File: config.mk
export PLATFORM = sky130hd
export DESIGN_NAME = pccd_frame_ctrl_flat
export DESIGN_NICKNAME = d
export VERILOG_FILES = /design/src/rtl/pccd_pkg.sv /design/src/rtl/pccd_stream_if.sv /design/src/rtl/pccd_frame_ctrl.sv /design/src/flat_wrapper.sv
export SDC_FILE = /design/constraint.sdc
export NUM_CORES = 1
export LEC_CHECK = 0
export BUFFER_PORTS_ARGS = -buffer_cell sky130_fd_sc_hd__buf_2
export CAP_MARGIN = 0
export CORE_MARGIN = 1
export CORE_UTILIZATION = 57
export DETAILED_ROUTE_END_ITERATION = 6
export GPL_TIMING_DRIVEN = 1
export PLACE_DENSITY = 0.83
export SETUP_SLACK_MARGIN = 0.4
export SKIP_LAST_GASP = 1
export SLEW_MARGIN = 5
export SYNTH_ARGS = -nofsm -noshare
export SYNTH_HDL_FRONTEND = slang
export SYNTH_SLANG_ARGS = --single-unit
File: constraint.sdc
create_clock -name clk -period 4.5 [get_ports clk]
set_clock_uncertainty 0.2 [all_clocks]
set_input_delay 0.45 -clock clk [delete_from_list [all_inputs] [get_ports clk]]
set_output_delay 0.45 -clock clk [all_outputs]
set_load 0.1 [all_outputs]
File: src/rtl/pccd_pkg.sv
// ----------------------------------------------------------------------------
// pccd_pkg
// Shared types and codes of the command frame deframer: header and opcode
// bytes, frame status codes, frame positions and the item structs.
// ----------------------------------------------------------------------------
package pccd_pkg;

	localparam int MAX_DATA_DEF = 16;

	// Frame bytes
	localparam logic [7:0] HEAD_FIRST   = 8'h10;
	localparam logic [7:0] HEAD_SECOND  = 8'h01;
	localparam logic [7:0] OP_BELL      = 8'h01;
	localparam logic [7:0] OP_LED       = 8'h02;
	localparam logic [7:0] OP_REQ       = 8'h03;
	localparam logic [7:0] BELL_ON_CODE = 8'h01;
	localparam logic [7:0] LED_ON_CODE  = 8'h03;

	// Frame status codes
	localparam logic [2:0] ST_BUSY   = 3'd0;
	localparam logic [2:0] ST_OK     = 3'd1;
	localparam logic [2:0] ST_HEAD   = 3'd2;
	localparam logic [2:0] ST_PARITY = 3'd3;
	localparam logic [2:0] ST_LENGTH = 3'd4;

	// Positions within a frame
	localparam int POS_HEAD1  = 0;
	localparam int POS_HEAD2  = 1;
	localparam int POS_OPCODE = 2;
	localparam int POS_LENGTH = 3;
	localparam int POS_DATA0  = 4;

	typedef struct packed {
		logic [7:0] rx_byte;
	} rx_item_t;

	typedef struct packed {
		logic       bell_on;
		logic       led_on;
		logic       request_data;
		logic [2:0] frame_status;
	} result_item_t;

	typedef struct packed {
		logic       valid;
		logic [7:0] rx_byte;
	} stage1_t;

endpackage

File: src/rtl/pccd_stream_if.sv
// ----------------------------------------------------------------------------
// pccd_stream_if
// Valid/ready stream channel carrying one payload item per transfer.
// ----------------------------------------------------------------------------
interface pccd_stream_if #(
	parameter type payload_t = logic
) ();
	logic     valid;
	logic     ready;
	payload_t data;

	modport source (output valid, output data, input ready);
	modport sink (input valid, input data, output ready);
endinterface

File: src/rtl/pccd_frame_ctrl.sv
// ----------------------------------------------------------------------------
// pccd_frame_ctrl
// Frame state, parity fold, opcode action and the result register.
// ----------------------------------------------------------------------------
module pccd_frame_ctrl #(
	parameter int MAX_DATA = pccd_pkg::MAX_DATA_DEF
) (
	input  logic               clk,
	input  logic               arst_n,
	input  pccd_pkg::stage1_t  s1,
	output logic               advance,
	pccd_stream_if.source      result
);

	localparam int         CntW   = $clog2(MAX_DATA + 5);
	localparam int         LenW   = $clog2(MAX_DATA + 1);
	localparam logic [8:0] MaxLen = 9'(MAX_DATA);

	logic [CntW-1:0] byte_count_q, byte_count_d;
	logic [LenW-1:0] frame_length_q, frame_length_d;
	logic [7:0]      opcode_q, opcode_d;
	logic [7:0]      first_data_q, first_data_d;
	logic            parity_q, parity_d;
	logic            bell_q, bell_d;
	logic            led_q, led_d;

	logic                   valid_s2;
	pccd_pkg::result_item_t res_s2;

	logic       fire;
	logic [7:0] b;
	logic       folded;
	logic [2:0] status;
	logic       req;

	assign advance = !valid_s2 || result.ready;
	assign fire    = s1.valid && advance;
	assign b       = s1.rx_byte;
	assign folded  = parity_q ^ (^b);

	always_comb begin
		byte_count_d   = byte_count_q;
		frame_length_d = frame_length_q;
		opcode_d       = opcode_q;
		first_data_d   = first_data_q;
		parity_d       = parity_q;
		bell_d         = bell_q;
		led_d          = led_q;
		status         = pccd_pkg::ST_BUSY;
		req            = 1'b0;

		if (byte_count_q == CntW'(pccd_pkg::POS_HEAD1)) begin
			if (b != pccd_pkg::HEAD_FIRST) begin
				status = pccd_pkg::ST_HEAD;
			end else begin
				parity_d     = 1'b1 ^ (^b);
				byte_count_d = CntW'(pccd_pkg::POS_HEAD2);
			end
		end else if (byte_count_q == CntW'(pccd_pkg::POS_HEAD2)) begin
			// restart without retrying this byte as a first header
			byte_count_d = CntW'(pccd_pkg::POS_HEAD1);
			if (b != pccd_pkg::HEAD_SECOND) begin
				status = pccd_pkg::ST_HEAD;
			end else begin
				parity_d     = folded;
				byte_count_d = CntW'(pccd_pkg::POS_OPCODE);
			end
		end else if (byte_count_q == CntW'(pccd_pkg::POS_OPCODE)) begin
			opcode_d     = b;
			parity_d     = folded;
			byte_count_d = CntW'(pccd_pkg::POS_LENGTH);
		end else if (byte_count_q == CntW'(pccd_pkg::POS_LENGTH)) begin
			if ({1'b0, b} > MaxLen) begin
				status       = pccd_pkg::ST_LENGTH;
				byte_count_d = CntW'(pccd_pkg::POS_HEAD1);
			end else begin
				frame_length_d = LenW'(b);
				parity_d       = folded;
				byte_count_d   = CntW'(pccd_pkg::POS_DATA0);
			end
		end else begin
			// first data byte may also be the parity byte of an empty frame
			if (byte_count_q == CntW'(pccd_pkg::POS_DATA0)) begin
				first_data_d = b;
			end
			if (byte_count_q >= CntW'(pccd_pkg::POS_DATA0) + CntW'(frame_length_q)) begin
				byte_count_d = CntW'(pccd_pkg::POS_HEAD1);
				if (b != {7'd0, parity_q}) begin
					status = pccd_pkg::ST_PARITY;
				end else begin
					status = pccd_pkg::ST_OK;
					if (opcode_q == pccd_pkg::OP_BELL) begin
						bell_d = (first_data_d == pccd_pkg::BELL_ON_CODE);
					end else if (opcode_q == pccd_pkg::OP_LED) begin
						led_d = (first_data_d == pccd_pkg::LED_ON_CODE);
					end else if (opcode_q == pccd_pkg::OP_REQ) begin
						req = 1'b1;
					end
				end
			end else begin
				parity_d     = folded;
				byte_count_d = byte_count_q + CntW'(1);
			end
		end
	end

	always_ff @(posedge clk or negedge arst_n) begin
		if (!arst_n) begin
			byte_count_q   <= '0;
			frame_length_q <= '0;
			opcode_q       <= '0;
			first_data_q   <= '0;
			parity_q       <= 1'b1;
			bell_q         <= 1'b0;
			led_q          <= 1'b0;
		end else if (fire) begin
			byte_count_q   <= byte_count_d;
			frame_length_q <= frame_length_d;
			opcode_q       <= opcode_d;
			first_data_q   <= first_data_d;
			parity_q       <= parity_d;
			bell_q         <= bell_d;
			led_q          <= led_d;
		end
	end

	always_ff @(posedge clk or negedge arst_n) begin
		if (!arst_n) begin
			valid_s2 <= 1'b0;
		end else if (advance) begin
			valid_s2 <= s1.valid;
		end
	end

	always_ff @(posedge clk) begin
		if (fire) begin
			res_s2.bell_on      <= bell_d;
			res_s2.led_on       <= led_d;
			res_s2.request_data <= req;
			res_s2.frame_status <= status;
		end
	end

	assign result.valid = valid_s2;
	assign result.data  = res_s2;

endmodule

File: src/flat_wrapper.sv
// flat-port wrapper written by rule: the top's interface ports become plain ports
module pccd_frame_ctrl_flat 
#(
	parameter int MAX_DATA = pccd_pkg::MAX_DATA_DEF
)
  (clk, arst_n, s1, advance, result_valid, result_data, result_ready);
  pccd_stream_if result_i ();
  input  logic clk;
  input  logic arst_n;
  input  pccd_pkg::stage1_t s1;
  output logic advance;
  output wire logic [$bits(result_i.valid)-1:0] result_valid;
  output wire logic [$bits(result_i.data)-1:0] result_data;
  input wire logic [$bits(result_i.ready)-1:0] result_ready;
  assign result_valid = result_i.valid;
  assign result_data = result_i.data;
  assign result_i.ready = result_ready;
  pccd_frame_ctrl #(.MAX_DATA(MAX_DATA)) u_core (.clk(clk), .arst_n(arst_n), .s1(s1), .advance(advance), .result(result_i));
endmodule
### Word-level counts from Yosys, hierarchy flattened

Cells that the tools add are included.

* equality and inequality tests: 6
* mux-type cells: 13
* bitwise logic cells: 4
* add/sub/neg operators: 2
* reduce and logical (&&, ||, !) cells: 6
* magnitude comparators: 2

Operators with widths (count)
* $mux W5: 6
* $eq A5 B2 Y1 const B: 2
* $gt A8 B5 Y1 const B: 1
* $ne A8 B1 Y1 const B: 1
* $ne A8 B5 Y1 const B: 1
* $reduce_and A6 Y1: 1
* $add A3 B5 Y5 const A: 1
* $add A5 B1 Y5 const B: 1
* $eq A5 B1 Y1 const B: 1
* $ge A5 B5 Y1: 1
* $logic_not A5 Y1: 1
* $mux W1: 5
* $not A1 Y1: 4
* $mux W3: 1
* $mux W2: 1
* $ne A2 B2 Y1 const B: 1
* $reduce_and A2 Y1: 1
* $logic_and A1 B1 Y1: 1
* $logic_not A1 Y1: 1
* $logic_or A1 B1 Y1: 1

* logic and storage cells: 37
* register bits after elaboration: 12
* output and inout port bits: 3
* input bits: 12

### Longest topological paths before layout

* depth in word-level cells: 7
* depth in mapped cells: 7
* depth with buffers taken out: 7

### Least setup slack after synthesis

OpenSTA, ideal clock, no wires.

* path type: register to register
* start: register u_core.valid_s2 (netlist: u_core.result.valid)
* end: register u_core.byte_count_q[1]
* path slack: 1.577 ns
* data required time: 4.177 ns
* clock period less this slack: 2.923 ns
* cell stages (with the launch flop): 7
* setup time: 0.123 ns
* arrival time: 2.600 ns
* path buffers: 0
* path through: dfrtp_1 -> nand2b_1 -> nand2_1 -> inv_1 -> nand3_1 -> o22ai_1 -> o2bb2ai_1

* word-level cells in the longest chain between the ends: 4

Ends and longest elaborated chain
* start: declaration: line pccd_frame_ctrl.sv:27 `logic valid_s2;`
* start signal: assignment: line pccd_frame_ctrl.sv:131 `valid_s2 <= s1.valid;`
* $logic_not A1 Y1: line pccd_frame_ctrl.sv:36 `assign advance = !valid_s2 || result.ready;`
* $logic_or A1 B1 Y1: line pccd_frame_ctrl.sv:36
* via advance: line flat_wrapper.sv:11 `output logic advance;`
* $logic_and A1 B1 Y1: line pccd_frame_ctrl.sv:37 `assign fire = s1.valid && advance;`
* via u_core.fire: line pccd_frame_ctrl.sv:30 `logic fire;`
* $reduce_and A2 Y1 (no line)
* end signal: assignment: line pccd_frame_ctrl.sv:117 `byte_count_q <= byte_count_d;`
* end: declaration: line pccd_frame_ctrl.sv:19 `logic [CntW-1:0] byte_count_q, byte_count_d;`

The timed path passes the listed nets, and every way through them passes these cells.
A chain may end at the register's enable or synchronous reset.

### Worst setup path in the final report

* start: register u_core.byte_count_q[0]
* end: register u_core.byte_count_q[1]

* word-level cells in the longest chain between the ends: 6
* elaborated cells between the ends (all ways): 13
* those cells by class: add/sub (1); order compare (1); eq/ne (4); mux (5); reduce/logical (2)

Ends and longest elaborated chain
* $add A5 B1 Y5 or $ge A5 B5 Y1 (tied branches): line pccd_frame_ctrl.sv:102, pccd_frame_ctrl.sv:86
* $mux W5: line pccd_frame_ctrl.sv:86 `if (byte_count_q >= CntW'(pccd_pkg::POS_DATA0) + CntW'(frame_length_q)) begin`
* $mux W5: line pccd_frame_ctrl.sv:72 `end else if (byte_count_q == CntW'(pccd_pkg::POS_LENGTH)) begin`
* $mux W5: line pccd_frame_ctrl.sv:68 `end else if (byte_count_q == CntW'(pccd_pkg::POS_OPCODE)) begin`
* $mux W5: line pccd_frame_ctrl.sv:59 `end else if (byte_count_q == CntW'(pccd_pkg::POS_HEAD2)) begin`
* $mux W5: line pccd_frame_ctrl.sv:52 `if (byte_count_q == CntW'(pccd_pkg::POS_HEAD1)) begin`

Parallel ways exist; a longest one is shown, timed or not.

==> results.toml <==
[run_status]
outcome = "completed"

[drt]
num_vias = 712
drt_first_pass_iters = 4
routed_wl_um = 1590
wl_per_cell_um = 13.7
remaining_drc_errors = 0
postRouteAntennaNets = 0
drt_iter0_drc = 21
vias_per_cell = 6.14

[synth]
ys_warn_count = 0
synth_largest_area_cell = "dfrtp_1"
synth_edf_count = 1
yosysMostFrequentCell = "dfrtp_1"
synth_area_leaders = "dfrtp_1 34%, ha_1 15%, mux2_2 6.9%, edfxtp_1 3.7%, inv_1 3.2%"
yosysTopAreaCellShare_pct = 33.6
synthesis.nets = 104
avgSynthCellArea_um2 = 9.98
synth_common_cells = "11 x dfrtp_1, 10 x ha_1, 7 x inv_1"
synth.ff_latch_count = 12
synth_cell_type_count = 31
synth_flop_cell = "dfrtp_1"
seq_area_frac_synth_pct = 37.3
netlist_instances = 82
synth_area_um2 = 818
synthArstFlopShare_pct = 91.7

[layout]
post-route-util_pct = 72.4
fin_nets = 124
post_route_cells_drive_above_1_share_pct = 27.7
syn_to_final_growth_pct = 16.5
num_antenna_cells = 0

[pwr]
cellPowerDensity_mw_per_mm2 = 536
internal-power_uw = 282
leakage_nw = 0.445
p_clk_share_pct = 17.1
netSwitchingFraction_pct = 44.8
combPwrFrac_pct = 47.6
switchingPower_uw = 229
total_power_uw = 511
vdd_drop_max_uv = 352
p_seq_share_pct = 35.3

[sta]
finalCriticalPeriod_ns = 2.19
max_slew_margin_pct = 59.4
finalSetupViolCount = 0
tightestPinTransition_ns = 0.602
fmax_mhz = 456
tns_ns = 0
rsz0062_at_grt = "no"
drv_slew = 0
worst_slack_ns = 2.31
final_min_period_over_clock_period_pct = 48.7
finalHoldViolCount = 0

[clock_tree]
numCtsBuffers = 3
clock_latency_ns = 0.28
clockBufferDepth = 2
cts_setup_buffers = 0
cts_resized = 0
cts.clk_slew.worst_paths_ns = 0.09
root_buffer = "clkbuf_4"
htreeDepth = 1
cts_sinks = 12
tritoncts = "built"

[hold_path]
whs_path_depth = 2
min_path_type = "input port to register"
holdPathEnd = "u_core.result.valid$_DFFE_PN0N_"
worstHoldStart = "s1[8]"

[floorplanning]
dieHeight_um = 39.9
chipWidth_um = 39.9
io_pins = 15
std_cell_rows = 13
core_area_mm2 = 0.00132
fp.dieArea_mm2 = 0.00159
start_util_pct = 62.1

[global_routing]
antenna_found_initial = 0
overflow = 0
grt_usage_pct = 26.6
grt_pass1_vias = 637
grt_pass1_wl_um = 2790
grt_max_degree = 12

[job]
cap_violations = 0

[worst_setup_path]
criticalPathCategory = "register to register"
crit_fanout = 6
r2r-end = "u_core.byte_count_q[1]$_DFFE_PN0P_"
rr_startpoint = "u_core.byte_count_q[0]$_DFFE_PN0P_"
required_ns = 4.47
setup.worst_path.end_class = "register"
r2r_cells = 7
cp-start-kind = "register"
rrSetupSlack_ns = 2.31
worst_ep_arrival_time_ns = 2.16

[placement]
dp_slack_ns = 2.34
dpl.hpwl_um = 1210
io_buffers = 14
place_congestion = 0.816
## power by group through the flow
stage	Sequential, mW	Combinational [mW]	Clock [mW]
floorplan	0.202	0.164	0
detailed placement	0.181	0.241	0
global route	0.187	0.276	0.0934
global placement	0.181	0.234	0
CTS	0.180	0.244	0.0872
finish	0.181	0.243	0.0874
## stage by stage
| step | std cells | cell area, µm² | hold slack (ns) |
|---|---|---|---|
| floorplan | 82 | 818 | -0.0456 |
| global placement | 111 | 907 | 0.134 |
| detailed placement | 111 | 907 | 0.135 |
| CTS | 116 | 953 | 0.209 |
| global route | 116 | 953 | 0.205 |
| finish | 116 | 953 | 0.205 |
## worst max-delay path, cell delays in order (launching register included)
cell       delay (ns)
dfrtp_1          0.45
inv_1            0.13
ha_1             0.28
nand2b_1         0.09
a31oi_1          0.09
o21ai_0          0.51
o22ai_1          0.17
o2bb2ai_1        0.15
## layout make-up
class                      count  area (µm²)
multi-input combinational     63         487
tap                           15        18.8
fill                          97         364
clock buffer                   4        36.3
timing repair buffer          15        80.1
inverter                       7        26.3
sequential                    12         305
## cells by family (layout without fill, tap and decap cells)
logic type / count (synthesis) / count (layout) / share of synthesized area [%]
and+or+nand+nor: 28 / 28 / 20.8
DFF: 12 / 12 / 37.3
buffers and inverters: 7 / 26 / 3.21
AOI/OAI and AO/OA: 19 / 19 / 15.4
adders and majority gates: 10 / 10 / 15.3
muxes: 5 / 5 / 6.88
xor gates and xnor gates: 1 / 1 / 1.07
## layout by cell type, fill, tap and decap left out, drive strengths merged, types with 2 or more instances in the layout
cell	count
dfrtp	11
nand3b	2
ha	10
nor3	5
mux2	5
a31oi	3
nor2	2
o41ai	2
inv	7
a21o	2
a21oi	4
clkbuf	4
nand2	7
nand2b	3
o21ai	3
nand3	4
o211ai	2
buf	14
## flip-flops by register name (all words and copies together), names as in the netlist
signal / flops
u_core.frame_length_q: 5
u_core.byte_count_q: 5
u_core.result.valid: 1
u_core.result.data: 1
## worst max-delay path by stage
stage,start,endpoint
finish,u_core.byte_count_q[0]$_DFFE_PN0P_,u_core.byte_count_q[1]$_DFFE_PN0P_
floorplan,u_core.result.valid$_DFFE_PN0N_,u_core.byte_count_q[1]$_DFFE_PN0P_
global placement,u_core.frame_length_q[2]$_DFFE_PN0P_,u_core.byte_count_q[1]$_DFFE_PN0P_
CTS,u_core.frame_length_q[2]$_DFFE_PN0P_,u_core.byte_count_q[1]$_DFFE_PN0P_
detailed placement,u_core.frame_length_q[2]$_DFFE_PN0P_,u_core.byte_count_q[1]$_DFFE_PN0P_
global route,u_core.byte_count_q[0]$_DFFE_PN0P_,u_core.byte_count_q[1]$_DFFE_PN0P_
## per-layer routing
layer | GRT usage [%] | share of wire (%) | up-vias | wire length [µm]
met4 | 7.76 | 0.76 | 0 | 12
li1 | - | - | 346 | -
met5 | 0 | 0 | - | 0
met3 | 5.11 | 5.9 | 2 | 94
met2 | 42.7 | 48 | 30 | 754
met1 | 35.1 | 46 | 334 | 725
## timing repair
| item | 4_1_cts | 5_1_grt |
|---|---|---|
| setup endpoints to repair | 0 | 0 |
| hold buffers | 1 | 0 |
| endpoints found under the hold margin | 11 | 0 |
No activity file was read; power rests on OpenSTA's default activity.
